### src/design/rss_pkg.sv
`default_nettype none
// ----------------------------------------------------------------------------
// rss_pkg
// shared constants for the rotated sorted array search core
// ----------------------------------------------------------------------------
package rss_pkg;

  // element and target width
  localparam int DATA_W = 32;

  // default element store depth
  localparam int MAX_ELEMENTS_DEF = 64;

endpackage
`default_nettype wire

### src/design/rotated_sorted_search_core.sv
`default_nettype none
// ----------------------------------------------------------------------------
// rotated_sorted_search_core
// membership search on a rotated non-decreasing array with duplicates
// ----------------------------------------------------------------------------
// A load beat (mode 0) appends one signed element to an internal store of
// MAX_ELEMENTS entries; restart on a load empties the store and clears the
// overflow flag first, and loads into a full store are dropped and set the
// flag. A search beat (mode 1) returns one result beat holding found and the
// overflow flag. The search is a modified binary search run by a small
// sequencer around an element memory with its own write port and a registered
// read: each iteration reads the low, mid and high elements one after another
// and then evaluates them. A search ends on a hit or on an empty range, and
// its result may then wait on out_stall. It takes about log2(n) iterations on
// distinct data, up to about n/2 when duplicates force both ends inward one
// step at a time. in_stall is high from the cycle after a search beat until
// its result is loaded into the output register; loads and searches are taken
// while an earlier result still waits on out_stall.
// ----------------------------------------------------------------------------
module rotated_sorted_search_core #(
  parameter int MAX_ELEMENTS = rss_pkg::MAX_ELEMENTS_DEF
) (
  input  wire                             clk,
  input  wire                             rst_n,
  // input channel
  input  wire                             in_valid,
  output logic                            in_stall,
  input  wire                             in_mode,
  input  wire signed [rss_pkg::DATA_W-1:0] in_value,
  input  wire                             in_restart,
  // result channel
  output logic                            out_valid,
  input  wire                             out_stall,
  output logic                            out_found,
  output logic                            out_overflowed
);

  // address width of the element memory
  localparam int ADDR_W = $clog2(MAX_ELEMENTS);
  // count width, wide enough to hold MAX_ELEMENTS itself
  localparam int CNT_W  = $clog2(MAX_ELEMENTS + 1);
  // signed search index, one extra bit so hi can reach -1
  localparam int IDX_W  = CNT_W + 1;

  // sequencer states
  localparam logic [2:0] S_IDLE   = 3'd0;
  localparam logic [2:0] S_CHECK  = 3'd1;  // range test, read lo
  localparam logic [2:0] S_RD_MID = 3'd2;  // capture lo value, read mid
  localparam logic [2:0] S_RD_HI  = 3'd3;  // capture mid value, read hi
  localparam logic [2:0] S_EVAL   = 3'd4;  // compare and narrow the range
  localparam logic [2:0] S_FINISH = 3'd5;  // hand result to output register

  // element memory
  logic signed [rss_pkg::DATA_W-1:0] mem [MAX_ELEMENTS];
  logic signed [rss_pkg::DATA_W-1:0] rdata_r;
  logic [ADDR_W-1:0]                 rd_addr;
  logic                              wr_en;
  logic [ADDR_W-1:0]                 wr_addr;

  // control and search state
  logic [2:0]                        state_r, state_nxt;
  logic [CNT_W-1:0]                  cnt_r, cnt_nxt;
  logic                              ovf_r, ovf_nxt;
  logic signed [IDX_W-1:0]           lo_r, lo_nxt;
  logic signed [IDX_W-1:0]           hi_r, hi_nxt;
  logic signed [IDX_W-1:0]           mid_r;
  logic signed [IDX_W-1:0]           mid_calc;
  logic signed [IDX_W-1:0]           span;
  logic signed [rss_pkg::DATA_W-1:0] tgt_r;
  logic signed [rss_pkg::DATA_W-1:0] vl_r;
  logic signed [rss_pkg::DATA_W-1:0] vm_r;
  logic                              hit_r, hit_nxt;

  // output register
  logic                              out_valid_r, out_valid_nxt;
  logic                              out_found_r;
  logic                              out_ovf_r;
  logic                              out_load;

  logic                              in_fire;
  logic                              room;

  assign in_stall = (state_r != S_IDLE);
  assign in_fire  = in_valid && !in_stall;
  assign room     = (cnt_r < CNT_W'(MAX_ELEMENTS));

  // midpoint, span is never negative when used
  assign span     = hi_r - lo_r;
  assign mid_calc = lo_r + (span >>> 1);

  // load writes: a restart load always lands at entry zero
  assign wr_en   = in_fire && !in_mode && (in_restart || room);
  assign wr_addr = in_restart ? '0 : cnt_r[ADDR_W-1:0];

  // read address follows the sequencer
  always_comb begin
    case (state_r)
      S_CHECK:  rd_addr = lo_r[ADDR_W-1:0];
      S_RD_MID: rd_addr = mid_r[ADDR_W-1:0];
      S_RD_HI:  rd_addr = hi_r[ADDR_W-1:0];
      default:  rd_addr = lo_r[ADDR_W-1:0];
    endcase
  end

  always_ff @(posedge clk) begin
    if (wr_en) begin
      mem[wr_addr] <= in_value;
    end
    rdata_r <= mem[rd_addr];
  end

  // sequencer and shared compare step
  always_comb begin
    state_nxt     = state_r;
    cnt_nxt       = cnt_r;
    ovf_nxt       = ovf_r;
    lo_nxt        = lo_r;
    hi_nxt        = hi_r;
    hit_nxt       = hit_r;
    out_load      = 1'b0;
    out_valid_nxt = out_valid_r && out_stall;

    case (state_r)
      S_IDLE: begin
        if (in_fire) begin
          if (!in_mode) begin
            if (in_restart) begin
              cnt_nxt = CNT_W'(1);
              ovf_nxt = 1'b0;
            end else if (room) begin
              cnt_nxt = cnt_r + CNT_W'(1);
            end else begin
              ovf_nxt = 1'b1;
            end
          end else begin
            lo_nxt    = '0;
            hi_nxt    = $signed({1'b0, cnt_r}) - IDX_W'(1);
            hit_nxt   = 1'b0;
            state_nxt = S_CHECK;
          end
        end
      end
      S_CHECK: begin
        // empty range ends the search as a miss
        if (lo_r <= hi_r) begin
          state_nxt = S_RD_MID;
        end else begin
          state_nxt = S_FINISH;
        end
      end
      S_RD_MID: state_nxt = S_RD_HI;
      S_RD_HI:  state_nxt = S_EVAL;
      S_EVAL: begin
        if (vm_r == tgt_r) begin
          hit_nxt   = 1'b1;
          state_nxt = S_FINISH;
        end else begin
          state_nxt = S_CHECK;
          if (vl_r == vm_r && vm_r == rdata_r) begin
            // all three equal, pull both ends in
            lo_nxt = lo_r + IDX_W'(1);
            hi_nxt = hi_r - IDX_W'(1);
          end else if (vl_r <= vm_r) begin
            // left half sorted
            if (vl_r <= tgt_r && tgt_r <= vm_r) begin
              hi_nxt = mid_r - IDX_W'(1);
            end else begin
              lo_nxt = mid_r + IDX_W'(1);
            end
          end else begin
            // right half sorted
            if (vm_r <= tgt_r && tgt_r <= rdata_r) begin
              lo_nxt = mid_r + IDX_W'(1);
            end else begin
              hi_nxt = mid_r - IDX_W'(1);
            end
          end
        end
      end
      S_FINISH: begin
        // wait until the output register is free
        if (!out_valid_r || !out_stall) begin
          out_load      = 1'b1;
          out_valid_nxt = 1'b1;
          state_nxt     = S_IDLE;
        end
      end
      default: state_nxt = S_IDLE;
    endcase
  end

  // control state
  always_ff @(posedge clk) begin
    if (!rst_n) begin
      state_r     <= S_IDLE;
      cnt_r       <= '0;
      ovf_r       <= 1'b0;
      out_valid_r <= 1'b0;
    end else begin
      state_r     <= state_nxt;
      cnt_r       <= cnt_nxt;
      ovf_r       <= ovf_nxt;
      out_valid_r <= out_valid_nxt;
    end
  end

  // datapath registers
  always_ff @(posedge clk) begin
    lo_r  <= lo_nxt;
    hi_r  <= hi_nxt;
    hit_r <= hit_nxt;
    if (in_fire && in_mode) begin
      tgt_r <= in_value;
    end
    if (state_r == S_CHECK) begin
      mid_r <= mid_calc;
    end
    if (state_r == S_RD_MID) begin
      vl_r <= rdata_r;
    end
    if (state_r == S_RD_HI) begin
      vm_r <= rdata_r;
    end
    if (out_load) begin
      out_found_r <= hit_r;
      out_ovf_r   <= ovf_r;
    end
  end

  assign out_valid      = out_valid_r;
  assign out_found      = out_found_r;
  assign out_overflowed = out_ovf_r;

endmodule
`default_nettype wire

### config.mk
export PLATFORM = sky130hd
export DESIGN_NAME = rotated_sorted_search_core
export DESIGN_NICKNAME = d
export VERILOG_FILES = /design/src/design/rss_pkg.sv /design/src/design/rotated_sorted_search_core.sv
export SDC_FILE = /design/constraint.sdc
export NUM_CORES = 2
export LEC_CHECK = 0
export BUFFER_PORTS_ARGS = -buffer_cell sky130_fd_sc_hd__buf_4
export CAP_MARGIN = 15
export CORE_UTILIZATION = 57
export DETAILED_ROUTE_END_ITERATION = 10
export PLACE_DENSITY = 0.76
export SYNTH_ARGS = -nofsm -noshare
export SYNTH_HDL_FRONTEND = slang
export SYNTH_SLANG_ARGS = --single-unit
### constraint.sdc
create_clock -name clk -period 3.5 [get_ports clk]
set_clock_uncertainty 0.05 [all_clocks]
set_input_delay 0.35 -clock clk [delete_from_list [all_inputs] [get_ports clk]]
set_output_delay 0.35 -clock clk [all_outputs]
set_load 0.02 [all_outputs]
==> flow_summary.toml <==
[status]
status = "finished clean"

[logic_synthesis]
synth_area_um2 = 89200
synth.distinct_cells = 64
synth_ff_type = "edfxtp_1"
ys_ff_latch = 2215
synth_nets = 4406
synth_area_per_cell_um2 = 21.1
ys_async_sr_fraction = 0
yosysWarnings = 0
synth_edf_count = 2171
seq_area_frac_synth = 0.741
synth_cells = 4219

[global_routing]
grt_usage = 0.279
grt_max_degree = 66
grt_pass1_wl_um = 313000
grt_pass1_vias = 45239
overflow = 0
antenna_found_initial = 7

[floorplanning]
die_y_um = 398
start_util = 0.576
die_w_um = 398
core_area_um2 = 155000
die-area_um2 = 158000
rows = 144
io_pins = 42

[placed_design]
dp_hpwl_um = 119000
gp_congestion = 0.885
port_buffers = 41

[sta]
hold_viol_final = 0
min_period_ns = 3.49
tightest_slew_ns = 1.17
finalSetupViolCount = 0
slew_headroom = 0.216
holdWs_ns = 0.0156
post-route-period-util = 0.996
max_clock_freq_mhz = 287
slew_viol_final = 0

[clocking]
clock-sinks = 2215
cts_buffer_depth = 3
cts_tree = "yes"
clock_latency_ns = 0.85
cts_buffers = 208
clkTransAtPathRegs_ns = 0.06
cts_root_buffer = "clkbuf_16"
h-tree-depth = 4

[pwr]
total_power_w = 0.0687
powerDensity_nw_per_um2 = 677
power.leakage_nw = 34.4
peakVddDrop_mv = 0.481

[setup_path]
end_kind = "register"
crit_arrival_ns = 4.09
crit_top_cell = "mux2i_1"
crit_slowest_cell = "mux4_2"
startpoint_type = "register"
critical-path-max-stage-delay_ns = 0.51
crit_path_cell_trace = "nand2b_4, a21oi_4, buf_12, buf_12, mux4_2, mux2i_1, mux2i_1, mux2i_1, mux2i_1"
required_ns = 4.11
crit_path_max_fanout = 19
critPathKind = "register to register"

[finish]
drive_gt1_frac = 0.253
multi_input_area_um2 = 22100
nNetsFinal = 4740
syn2layout_area_growth_pct = 13.9
fillCellCount = 9533
seqCellArea_um2 = 66100

[drt]
route.met2.wl_um = 104000
drc = 0
top_layer_used = "met5"
wl_met3_um = 23200
dr.pass1.iters = 6
met1Wirelength_um = 82700
wl_per_cell_um = 32.0
ant_nets = 0
drt_iter0_markers = 5710
viasPerCell = 6.55
vias = 44340
routed_wl_um = 217000

[worst_hold_path]
hold_path.class = "input pin to register"

[run]
drv_cap = 0
[path summary, 6_finish.rpt]
check	depth (start not counted)	slack, ns	start	to
setup reg to reg	9	0.01	state_r[1]	rdata_r[30]
hold reg to reg	0	0.40	ovf_r	out_overflowed
hold / removal	1	0.02	in_value[2]	mem[29][2]
setup / recovery	9	0.01	state_r[1]	rdata_r[30]
[per-layer routing]
layer,track usage,vias up
met1,0.395,23279
met4,0.0902,4
met2,0.441,2572
li1,-,18108
met5,0,-
met3,0.0563,377
[flip-flops by register name, summed over array words and instances (netlist names)]
| signal | count |
|---|---|
| cnt_r | 7 |
| vm_r | 32 |
| hi_r | 8 |
| mem | 2048 |
| out_valid | 1 |
| vl_r | 32 |
| state_r | 3 |
| mid_r | 8 |
| ovf_r | 1 |
| tgt_r | 32 |
| hit_r | 1 |
| rdata_r | 32 |
| out_overflowed | 1 |
| lo_r | 8 |
| out_found | 1 |
[kinds of logic (layout without fill, tap and decap cells)]
group,Yosys count,after routing,synth area share
compound gates,168,168,0.0118
xor+xnor,66,66,0.00648
fa+ha+maj,149,149,0.0211
buf+inv,308,816,0.0184
flops,2215,2215,0.741
mux,1015,1015,0.186
other cells,0,2,0
simple gates,298,298,0.0159
[placed cells by master, fill, tap and decap left out, types with 6 or more instances in the layout]
cell type         n
xnor2_1          48
nor4_1            8
clkbuf_1         47
nand4_1          43
o21ai_0          25
edfxtp_1       2171
o211ai_1          6
a221oi_1          7
clkinv_2         36
mux4_2          512
a21oi_4           6
nor2_1           46
mux2i_2           6
nor3_1           12
dlygate4sd3_1     7
clkinvlp_4        7
inv_1           124
xor2_1           18
nor2b_1           7
mux2i_1         493
clkbuf_8          6
nor2_4           65
bufinv_16        16
clkinv_8          7
ha_1            146
buf_4           188
clkinv_1         48
buf_12          111
nand2_1          57
nand3_1          26
a21o_1           23
dfxtp_1          43
clkbuf_16       211
a21oi_1          64
[Yosys cell counts (4+ instances only)]
master | count | area [um2]
buf_6 | 42 | 473
nand3_1 | 27 | 135
xor2_1 | 18 | 158
edfxtp_1 | 2171 | 65200
mux2i_1 | 499 | 4990
buf_1 | 12 | 45.0
a21oi_1 | 70 | 350
and3_1 | 4 | 25.0
nand4_1 | 43 | 269
a21o_1 | 23 | 173
a221oi_1 | 7 | 61.3
nor2_1 | 113 | 424
nand2_1 | 57 | 214
nor3b_1 | 4 | 30.0
buf_4 | 14 | 105
nor4_1 | 10 | 62.6
buf_2 | 91 | 455
or3_1 | 4 | 25.0
ha_1 | 147 | 1840
xnor2_1 | 48 | 420
o211ai_1 | 6 | 45.0
o21ai_0 | 26 | 130
o21bai_1 | 4 | 30.0
mux4_2 | 512 | 11500
nor3_1 | 15 | 75.1
inv_1 | 124 | 465
clkbuf_1 | 24 | 90.1
nor2b_1 | 7 | 43.8
dfxtp_1 | 44 | 881
[cell type report]
cell class / instances / area share
multi-input cells: 1696 / 0.218
repair buffers: 308 / 0.0370
clock buffers: 263 / 0.0543
flip-flops and latches: 2215 / 0.650
inverters: 124 / 0.00458
clock inverters: 121 / 0.0106
diodes: 2 / 0.0000493
well taps: 2044 / 0.0252
[what timing repair did]
action,4_1_cts,5_1_grt
setup buffers,0,3
hold buffers,7,0
endpoints found under the hold margin,11,0
pin swaps,0,4
gates cloned,0,1
resized for setup,2,16
setup endpoints to repair,2,27
[worst max-delay path: cells and delay by family, from the launching register on]
family | cells | cell delay, ns
AND/OR/NAND/NOR | 1 | 0.16
flip-flops | 1 | 0.49
multiplexers | 5 | 1.67
AO/OA/AOI/OAI | 1 | 0.33
buffers and inverters | 2 | 0.51
[power breakdown]
group | total, W | leakage, nW | internal (W) | switching (W)
logic | 0.0164 | 11.3 | 0.00739 | 0.00899
registers | 0.0304 | 19.9 | 0.0298 | 0.000629
clock network | 0.0219 | 3.21 | 0.0123 | 0.00963
total | 0.0687 | 34.4 | 0.0495 | 0.0192
[stage by stage]
step	TNS, ns	instance area [um2]	setup slack (ns)	cells	util
floorplan	-105.86	89200	-0.111	4219	-
CTS	0	101000	0.0132	6767	0.656
finish	0	102000	0.0150	6773	0.656
detailed placement	-0.103	94800	-0.103	6376	0.612
global placement	-0.0541	94800	-0.0541	6376	0.612
global route	-0.0275	102000	-0.0275	6772	0.656
Power figures use the tool's default switching activity.
